$ cat config.mk
export PLATFORM = sky130hd
export DESIGN_NAME = image_header_size_parser
export DESIGN_NICKNAME = d
export VERILOG_FILES = /design/src/ihsp_pkg.sv /design/src/image_header_size_parser.sv
export SDC_FILE = /design/constraint.sdc
export NUM_CORES = 1
export LEC_CHECK = 0
export BUFFER_PORTS_ARGS = -buffer_cell sky130_fd_sc_hd__buf_2
export CAP_MARGIN = 5
export CORE_MARGIN = 5
export CORE_UTILIZATION = 60
export DETAILED_ROUTE_END_ITERATION = 10
export PLACE_DENSITY = 0.83
export SLEW_MARGIN = 20
export SYNTH_ARGS = -nofsm -noshare
export SYNTH_HDL_FRONTEND = slang
export SYNTH_SLANG_ARGS = --single-unit
$ cat constraint.sdc
create_clock -name clk -period 15.1 [get_ports clk]
set_input_delay 3.02 -clock clk [delete_from_list [all_inputs] [get_ports clk]]
set_output_delay 3.02 -clock clk [all_outputs]
set_load 0.02 [all_outputs]
$ cat src/ihsp_pkg.sv
package ihsp_pkg;

	typedef struct packed {
		logic [7:0] data_byte;
		logic       last_byte;
	} in_item_t;

	typedef struct packed {
		logic        ok;
		logic [30:0] width;
		logic [30:0] height;
	} out_item_t;

	typedef enum logic [3:0] {
		PH_SIG     = 4'd0,
		PH_SEEK    = 4'd1,
		PH_FILL    = 4'd2,
		PH_LEN_HI  = 4'd3,
		PH_LEN_LO  = 4'd4,
		PH_SKIP    = 4'd5,
		PH_FRAME   = 4'd6
	} phase_t;

	localparam logic [1:0] FMT_JPEG = 2'd0;
	localparam logic [1:0] FMT_BMP  = 2'd1;
	localparam logic [1:0] FMT_PNG  = 2'd2;

	localparam logic [7:0] JPEG_MARK   = 8'hFF;
	localparam logic [7:0] JPEG_SOI    = 8'hD8;
	localparam logic [7:0] JPEG_SOF0   = 8'hC0;
	localparam logic [7:0] JPEG_SOF15  = 8'hCF;
	localparam logic [7:0] JPEG_DHT    = 8'hC4;
	localparam logic [7:0] JPEG_JPG    = 8'hC8;
	localparam logic [7:0] JPEG_DAC    = 8'hCC;
	localparam logic [7:0] BMP_SIG0    = 8'h42;
	localparam logic [7:0] BMP_SIG1    = 8'h4D;

	localparam logic [4:0] POS_MAX       = 5'd31;
	localparam logic [4:0] BMP_W_FIRST   = 5'd18;
	localparam logic [4:0] BMP_W_LAST    = 5'd21;
	localparam logic [4:0] BMP_H_FIRST   = 5'd22;
	localparam logic [4:0] BMP_H_LAST    = 5'd25;
	localparam logic [4:0] PNG_SIG_LEN   = 5'd8;
	localparam logic [4:0] PNG_W_FIRST   = 5'd16;
	localparam logic [4:0] PNG_W_LAST    = 5'd19;
	localparam logic [4:0] PNG_H_FIRST   = 5'd20;
	localparam logic [4:0] PNG_H_LAST    = 5'd23;

	localparam logic [2:0] FR_H_HI = 3'd3;
	localparam logic [2:0] FR_H_LO = 3'd4;
	localparam logic [2:0] FR_W_HI = 3'd5;
	localparam logic [2:0] FR_W_LO = 3'd6;

	function automatic logic [7:0] png_sig_byte(input logic [2:0] idx);
		logic [7:0] r;
		case (idx)
			3'd0: r = 8'h89;
			3'd1: r = 8'h50;
			3'd2: r = 8'h4E;
			3'd3: r = 8'h47;
			3'd4: r = 8'h0D;
			3'd5: r = 8'h0A;
			3'd6: r = 8'h1A;
			3'd7: r = 8'h0A;
			default: r = 8'h00;
		endcase
		return r;
	endfunction

	function automatic logic positive31(input logic [31:0] v);
		return (v != 32'd0) && !v[31];
	endfunction

	function automatic logic is_frame_marker(input logic [7:0] m);
		return (m >= JPEG_SOF0) && (m <= JPEG_SOF15) && (m != JPEG_DHT)
			&& (m != JPEG_JPG) && (m != JPEG_DAC);
	endfunction

endpackage

$ cat src/image_header_size_parser.sv
// A result item is loaded into the output register when its last byte, held in the input register, is processed.
// Throughput: one byte item per cycle while in_stall is low; the parse state loop updates once per byte.
// The input stalls only when a last byte waits for an output register that is full and stalled.
// Reset clears the format register to JPEG and the whole parse state; a format write also
// restarts the parse, so the next byte is taken as the first byte of a new image.
module image_header_size_parser
	import ihsp_pkg::*;
(
	input  logic      clk,
	input  logic      arst_n,
	input  logic      in_valid,
	output logic      in_stall,
	input  in_item_t  in_data,
	output logic      out_valid,
	input  logic      out_stall,
	output out_item_t out_data,
	input  logic      cfg_we,
	input  logic [1:0] cfg_wdata
);

	logic [1:0]  format_q;
	phase_t      phase_q, n_phase;
	logic [4:0]  pos_q, n_pos;
	logic [15:0] skip_q, n_skip;
	logic [7:0]  len_hi_q, n_len_hi;
	logic [2:0]  frame_q, n_frame;
	logic [31:0] width_q, n_width;
	logic [31:0] height_q, n_height;
	logic        decided_q, n_decided;
	logic        found_q, n_found;

	in_item_t  data_s1;
	logic      valid_s1;
	logic      out_valid_q;
	out_item_t out_q;

	logic      out_free;
	logic      proc_s1;
	logic      in_accept;
	logic      emit;
	out_item_t res;

	assign out_free  = !out_valid_q || !out_stall;
	assign proc_s1   = valid_s1 && (!data_s1.last_byte || out_free);
	assign in_stall  = valid_s1 && !proc_s1;
	assign in_accept = in_valid && !in_stall;
	assign emit      = proc_s1 && data_s1.last_byte;
	assign out_valid = out_valid_q;
	assign out_data  = out_q;

	always_comb begin
		logic [7:0]  b;
		logic [4:0]  boff;
		logic [15:0] seg;
		logic [15:0] skip_dec;
		logic [31:0] hraw;
		logic [31:0] wnew;
		b         = data_s1.data_byte;
		boff      = 5'd0;
		seg       = {len_hi_q, b};
		skip_dec  = skip_q - 16'd1;
		hraw      = height_q;
		wnew      = width_q;
		n_phase   = phase_q;
		n_pos     = pos_q;
		n_skip    = skip_q;
		n_len_hi  = len_hi_q;
		n_frame   = frame_q;
		n_width   = width_q;
		n_height  = height_q;
		n_decided = decided_q;
		n_found   = found_q;
		res       = '0;
		if (proc_s1 && !decided_q) begin
			case (format_q)
				FMT_JPEG: begin
					case (phase_q)
						PH_SIG: begin
							if ((pos_q == 5'd0 && b != JPEG_MARK)
								|| (pos_q == 5'd1 && b != JPEG_SOI)) begin
								n_decided = 1'b1;
								n_found   = 1'b0;
							end else if (pos_q == 5'd1) begin
								n_phase = PH_SEEK;
							end
						end
						PH_SEEK: begin
							if (b == JPEG_MARK) n_phase = PH_FILL;
						end
						PH_FILL: begin
							if (b != JPEG_MARK) begin
								if (is_frame_marker(b)) begin
									n_phase = PH_FRAME;
									n_frame = 3'd0;
								end else begin
									n_phase = PH_LEN_HI;
								end
							end
						end
						PH_LEN_HI: begin
							n_len_hi = b;
							n_phase  = PH_LEN_LO;
						end
						PH_LEN_LO: begin
							if (seg < 16'd2) begin
								n_decided = 1'b1;
								n_found   = 1'b0;
							end else begin
								n_skip  = seg - 16'd2;
								n_phase = (seg == 16'd2) ? PH_SEEK : PH_SKIP;
							end
						end
						PH_SKIP: begin
							n_skip = skip_dec;
							if (skip_dec == 16'd0) n_phase = PH_SEEK;
						end
						PH_FRAME: begin
							case (frame_q)
								FR_H_HI: n_height = {16'd0, b, 8'd0};
								FR_H_LO: n_height = height_q | {24'd0, b};
								FR_W_HI: n_width = {16'd0, b, 8'd0};
								FR_W_LO: begin
									wnew      = width_q | {24'd0, b};
									n_width   = wnew;
									n_decided = 1'b1;
									n_found   = (wnew != 32'd0) && (height_q != 32'd0);
								end
								default: ;
							endcase
							n_frame = frame_q + 3'd1;
						end
						default: begin
							n_decided = 1'b1;
							n_found   = 1'b0;
						end
					endcase
				end
				FMT_BMP: begin
					if ((pos_q == 5'd0 && b != BMP_SIG0) || (pos_q == 5'd1 && b != BMP_SIG1)) begin
						n_decided = 1'b1;
						n_found   = 1'b0;
					end else if (pos_q >= BMP_W_FIRST && pos_q <= BMP_W_LAST) begin
						boff = pos_q - BMP_W_FIRST;
						n_width[{boff[1:0], 3'b000} +: 8] = b;
					end else if (pos_q >= BMP_H_FIRST && pos_q <= BMP_H_LAST) begin
						boff = pos_q - BMP_H_FIRST;
						hraw[{boff[1:0], 3'b000} +: 8] = b;
						n_height = hraw;
						if (pos_q == BMP_H_LAST) begin
							// A top-down bitmap stores a negative height.
							if (hraw[31]) n_height = 32'd0 - hraw;
							n_decided = 1'b1;
							n_found   = positive31(width_q) && positive31(n_height);
						end
					end
				end
				FMT_PNG: begin
					if (pos_q < PNG_SIG_LEN) begin
						if (b != png_sig_byte(pos_q[2:0])) begin
							n_decided = 1'b1;
							n_found   = 1'b0;
						end
					end else if (pos_q >= PNG_W_FIRST && pos_q <= PNG_W_LAST) begin
						n_width = {width_q[23:0], b};
					end else if (pos_q >= PNG_H_FIRST && pos_q <= PNG_H_LAST) begin
						hraw     = {height_q[23:0], b};
						n_height = hraw;
						if (pos_q == PNG_H_LAST) begin
							n_decided = 1'b1;
							n_found   = positive31(width_q) && positive31(hraw);
						end
					end
				end
				default: begin
					n_decided = 1'b1;
					n_found   = 1'b0;
				end
			endcase
			if (pos_q != POS_MAX) n_pos = pos_q + 5'd1;
		end
		if (emit) begin
			res.ok     = n_decided && n_found;
			res.width  = res.ok ? n_width[30:0] : 31'd0;
			res.height = res.ok ? n_height[30:0] : 31'd0;
			n_phase    = PH_SIG;
			n_pos      = 5'd0;
			n_skip     = 16'd0;
			n_len_hi   = 8'd0;
			n_frame    = 3'd0;
			n_width    = 32'd0;
			n_height   = 32'd0;
			n_decided  = 1'b0;
			n_found    = 1'b0;
		end
	end

	always_ff @(posedge clk or negedge arst_n) begin
		if (!arst_n) begin
			format_q  <= FMT_JPEG;
			phase_q   <= PH_SIG;
			pos_q     <= 5'd0;
			skip_q    <= 16'd0;
			len_hi_q  <= 8'd0;
			frame_q   <= 3'd0;
			width_q   <= 32'd0;
			height_q  <= 32'd0;
			decided_q <= 1'b0;
			found_q   <= 1'b0;
		end else if (cfg_we) begin
			format_q  <= cfg_wdata;
			phase_q   <= PH_SIG;
			pos_q     <= 5'd0;
			skip_q    <= 16'd0;
			len_hi_q  <= 8'd0;
			frame_q   <= 3'd0;
			width_q   <= 32'd0;
			height_q  <= 32'd0;
			decided_q <= 1'b0;
			found_q   <= 1'b0;
		end else begin
			phase_q   <= n_phase;
			pos_q     <= n_pos;
			skip_q    <= n_skip;
			len_hi_q  <= n_len_hi;
			frame_q   <= n_frame;
			width_q   <= n_width;
			height_q  <= n_height;
			decided_q <= n_decided;
			found_q   <= n_found;
		end
	end

	always_ff @(posedge clk or negedge arst_n) begin
		if (!arst_n) begin
			valid_s1    <= 1'b0;
			out_valid_q <= 1'b0;
		end else begin
			if (in_accept) begin
				valid_s1 <= 1'b1;
			end else if (proc_s1) begin
				valid_s1 <= 1'b0;
			end
			if (emit) begin
				out_valid_q <= 1'b1;
			end else if (!out_stall) begin
				out_valid_q <= 1'b0;
			end
		end
	end

	always_ff @(posedge clk) begin
		if (in_accept) data_s1 <= in_data;
		if (emit) out_q <= res;
	end

endmodule
Word level (Yosys, flattened, before mapping):

Memory sizes are Yosys's and may differ from the RTL's.
Index checks and enable logic that the tools add are counted.

* add/sub/neg operators: 9
* $lt $le $gt $ge: 12
* equal/unequal tests: 45
* shifts and indexed selects: 4
* multiplexer cells: 108
* bitwise operators: 2
* reduce and logical (&&, ||, !) cells: 63

Operator list (number)
* $mux W32: 26
* $pmux W32 S3: 2
* $reduce_bool A32 Y1: 5
* $pmux W32 S2: 2
* $mux W16: 5
* $bwmux W32: 2
* $mux W8: 8
* $or A32 B8 Y32: 2
* $shift A8 B7 Y32 const A: 2
* $shiftx A8 B7 Y32: 2
* $ne A4 B4 Y1 const B: 15
* $mux W4: 10
* $ne A8 B8 Y1 const B: 5
* $mux W1: 34
* $pmux W16 S2: 1
* $sub A1 B32 Y32 const A: 1
* $logic_and A1 B1 Y1: 24
* $mux W3: 8
* $pmux W4 S6: 1
* $ge A5 B5 Y1 const B: 4
* $le A5 B5 Y1 const B: 4
* $mux W5: 4
* $eq A16 B2 Y1 const B: 1
* $logic_not A16 Y1: 1
* 47 further kinds: 74

* flip-flop bits (word level): 178
* ROM bits: 56
* input port bits: 16
* output and inout bits: 65
* word-level logic and storage cells: 263
* memories kept: 1

Memory list
* (name not given): words 8, width 7, rd ports 1, clocked after Yosys merged registers in 0, write ports 0, RTL line ihsp_pkg.sv:56 `case (idx)`

Logic depth before layout (Yosys ltp):

* depth after elaboration: 23
* mapped depth: 20
* depth with buffers taken out: 14

Worst setup path after synthesis:

No wires, ideal clock.

* path type: input to register
* start: input port out_stall
* end: register height_q[16]
* library setup time: 0.134 ns
* arrival time: 7.246 ns
* required time: 14.966 ns
* setup slack: 7.721 ns
* stages on the path: 5
* path buffers: 2
* path through: a21oi_1 > or2_2 > clkbuf_1 > clkbuf_1 > nor2_1

* word-level cells in the longest chain between the ends: 8
* elaborated cells on any way between the ends: 9
* classes of those cells: 3 x mux; 6 x reduce/logical

Ends and longest elaborated chain
* from (decl): RTL line image_header_size_parser.sv:15 `input logic out_stall,`
* $logic_not A1 Y1 (*)
* $logic_or A1 B1 Y1 (*): RTL line image_header_size_parser.sv:43 `assign out_free = !out_valid_q || !out_stall;`
* $logic_or A1 B1 Y1 (*): RTL line image_header_size_parser.sv:44 `assign proc_s1 = valid_s1 && (!data_s1.last_byte || out_free);`
* $logic_and A1 B1 Y1 (*): RTL line image_header_size_parser.sv:44
* $logic_and A1 B1 Y1: RTL line image_header_size_parser.sv:74 `if (proc_s1 && !decided_q) begin`
* $mux W32: RTL line image_header_size_parser.sv:74
* $mux W32 (*): RTL line image_header_size_parser.sv:181 `if (emit) begin`
* $mux W32 (*): RTL line image_header_size_parser.sv:209 `end else if (cfg_we) begin`
* to (signal assigned): RTL line image_header_size_parser.sv:227 `height_q <= n_height;`
* to (decl): RTL line image_header_size_parser.sv:28 `logic [31:0] height_q, n_height;`

Every way passes the cells marked *; elsewhere a longest branch is shown, timed or not. The select of a mux whose other input is x is not followed.
A chain may end at the register's enable or synchronous reset.

Final worst setup path:

* start: input port out_stall
* end: output port in_stall

* word-level cells in the longest chain between the ends: 6

Ends and longest elaborated chain
* $logic_not A1 Y1
* $logic_or A1 B1 Y1: RTL line image_header_size_parser.sv:43
* $logic_or A1 B1 Y1: RTL line image_header_size_parser.sv:44
* $logic_and A1 B1 Y1: RTL line image_header_size_parser.sv:44
* $logic_not A1 Y1: RTL line image_header_size_parser.sv:45 `assign in_stall = valid_s1 && !proc_s1;`
* $logic_and A1 B1 Y1: RTL line image_header_size_parser.sv:45
* to (decl): RTL line image_header_size_parser.sv:12 `output logic in_stall,`

No other way between the ends.

==> impl_metrics.env <==
export IMPL_status="complete, but fails checks"
export IMPL_violations="design-rule violations"
export IMPL_drv_cap=0
export IMPL_h_tree_depth=4
export IMPL_syn_nets=1535
export IMPL_first_pass_iters=11
export IMPL_worst_setup_path_start_kind="input pin"
export IMPL_die_area_um2=24200
export IMPL_yosys_warnings=0
export IMPL_antenna_cells=0
export IMPL_drv_slew=0
export IMPL_yosysTopAreaCell="dfrtp_1"
export IMPL_fin_ws_ps=8550
export IMPL_cpMostUsedCell="buf_2"
export IMPL_cts_tree="yes"
export IMPL_power_density_nw_per_um2=92.6
export IMPL_ys_ff_latch=177
export IMPL_grt_antenna_before_repair=0
export IMPL_grt_total_usage_pct=36.4
export IMPL_ys_types=89
export IMPL_fin_crit_ps=6550
export IMPL_finClkSkew_ps=13.1
export IMPL_cp_arrival_ps=3530
export IMPL_synth_edff_count=72
export IMPL_drcViolationCount=2
export IMPL_setup_viol=0
export IMPL_rows=53
export IMPL_portBuffers=80
export IMPL_core_area_um2=21000
export IMPL_place_ws_ps=8550
export IMPL_cts_sinks=177
export IMPL_synthFlopType="dfrtp_1"
export IMPL_fin_crit_sh_pct=43.3
export IMPL_overflow=0
export IMPL_cp_max_fo=4
export IMPL_ys_top_cells_by_count="nor2_1, nand2_1, dfrtp_1"
export IMPL_place_congestion=1.05
export IMPL_ios=81
export IMPL_tns_ps=0
export IMPL_syn_area_um2=12700
export IMPL_die_h_um=156
export IMPL_clock_path_buffers=2
export IMPL_postCtsSetupRepairBufs=0
export IMPL_ctsRootBufferMaster="clkbuf_16"
export IMPL_drt_iter0_markers=1728
export IMPL_postRouteAntennaNets=0
export IMPL_hp_class="reg -> reg"
export IMPL_synth_cells=1501
export IMPL_grt_pass1_wl_um=69300
export IMPL_synth_area_per_cell_um2=8.48
export IMPL_drt_wl_total_um=45100
export IMPL_cts_clk_slew_worst_paths_ps=80
export IMPL_cp_end_kind="output pin"
export IMPL_cp_cell_sequence="buf_2 -> nand4_1 -> inv_1 -> buf_2"
export IMPL_hold_violations=0
export IMPL_die_x_um=156
export IMPL_finalNetCount=1544
export IMPL_grt_pass1_vias=12044
export IMPL_async_flop_share_pct=59.3
export IMPL_vias=13051
export IMPL_critPathKind="in -> out"
export IMPL_max_slew_margin_rel_pct=23.8
export IMPL_required_ps=12080
export IMPL_drive_gt1_share_pct=13.2
export IMPL_area_growth_pct=9.09
export IMPL_slowest_stage="buf_2"
export IMPL_start_util_pct=60.7
export IMPL_p_leak_nw=5.07
export IMPL_rsz0062_at_grt="no"
export IMPL_peakVddDrop_mv=0.0710
export IMPL_fin_hold_ws_ps=562
export IMPL_yosysMostFrequentCell="nor2_1"
export IMPL_cts_buffers=17
export IMPL_seq_area_frac_synth_pct=37.6
export IMPL_max_freq_mhz=153
export IMPL_rrSetupSlack_ps=9300
export IMPL_hpwlAfterDp_um=30500
export IMPL_finalCoreUtilization_pct=66.3
export IMPL_grt_max_degree=84
export IMPL_tightest_slew_ps=1140
export IMPL_cts_resized=0
export IMPL_synth_top_cell_area_share_pct=20.6
export IMPL_slowest_delay_ps=150
export IMPL_vias_per_cell=7.26
export IMPL_routedWlPerCell_um=25.1
export IMPL_insertion_delay_ps=440
export IMPL_hold_buffers=0
export IMPL_synthTopCellsByArea="dfrtp_1, edfxtp_1, nor2_1"
per-layer routing:
metal,routed length [µm],up-vias,global-route usage (%)
met5,0,-,0
met4,2730,0,19.0
met3,4980,207,7.18
met2,20400,947,56.9
met1,17000,6177,48.2
li1,-,5720,-
layout by cell type (no fill, tap or decap), types with 17 or more instances in the layout:
master,n
a21oi_1,93
a221oi_1,21
a22oi_1,44
a31oi_1,43
and2_1,25
and3_1,20
buf_2,79
buf_4,32
clkbuf_16,17
dfrtp_1,105
edfxtp_1,72
ha_1,18
inv_1,20
mux2i_1,24
nand2_1,142
nand3_1,33
nand4_1,20
nor2_1,165
nor2b_1,47
nor3_1,31
nor4_1,24
o21ai_0,91
o22ai_1,34
or4_1,35
xnor2_1,30
registers in the layout, summed over array words and instances, names as in the netlist:
name and cells:
data_s1 9, decided_q 1, format_q 2, found_q 1, frame_q 3, height_q 32, len_hi_q 8, out_data 63
out_valid 1, phase_q 3, pos_q 5, skip_q 16, valid_s1 1, width_q 32
per-stage QoR:
stage | cell area [µm²] | cells | total power, mW
global route | 13900 | 1798 | 1.32
finish | 13900 | 1798 | 1.29
CTS | 13900 | 1798 | 1.28
detailed placement | 13200 | 1766 | 0.797
global placement | 13200 | 1766 | 0.796
floorplan | 12700 | 1501 | 0.710
power breakdown:
group	internal, mW	switching (mW)
Combinational	0.0734	0.196
Clock	0.269	0.217
Sequential	0.515	0.0143
worst paths after layout:
check,start,depth (start not counted),to
hold / removal,skip_q[15],2,skip_q[15]
max in group asynchronous,arst_n,2,height_q[22]
setup reg to reg,pos_q[0],12,out_data[57]
min in group asynchronous,arst_n,1,out_valid
hold reg to reg,skip_q[15],2,skip_q[15]
setup / recovery,out_stall,4,in_stall
critical path: cells and delay by family:
family                 cells  cell delay (ps)
buffers and inverters      3              360
AND/OR/NAND/NOR            1              140
cell type report:
class	instances	area (µm²)
inverters	20	75.1
clock buffers	17	425
repair buffers	111	636
fillers	1774	7070
well taps	275	344
multi-input cells	1183	7410
flip-flops and latches	177	4790
clock inverters	15	211
cell families after synthesis:
kind of cell / share of synthesized area, %
xor gates and xnor gates: 3.03
and+or+nand+nor: 26.0
adders and majority gates: 1.77
AOI/OAI and AO/OA: 24.8
muxes: 2.06
buffers and inverters: 4.69
DFF: 37.6
Note: power is estimated with default switching activity, not from simulation.
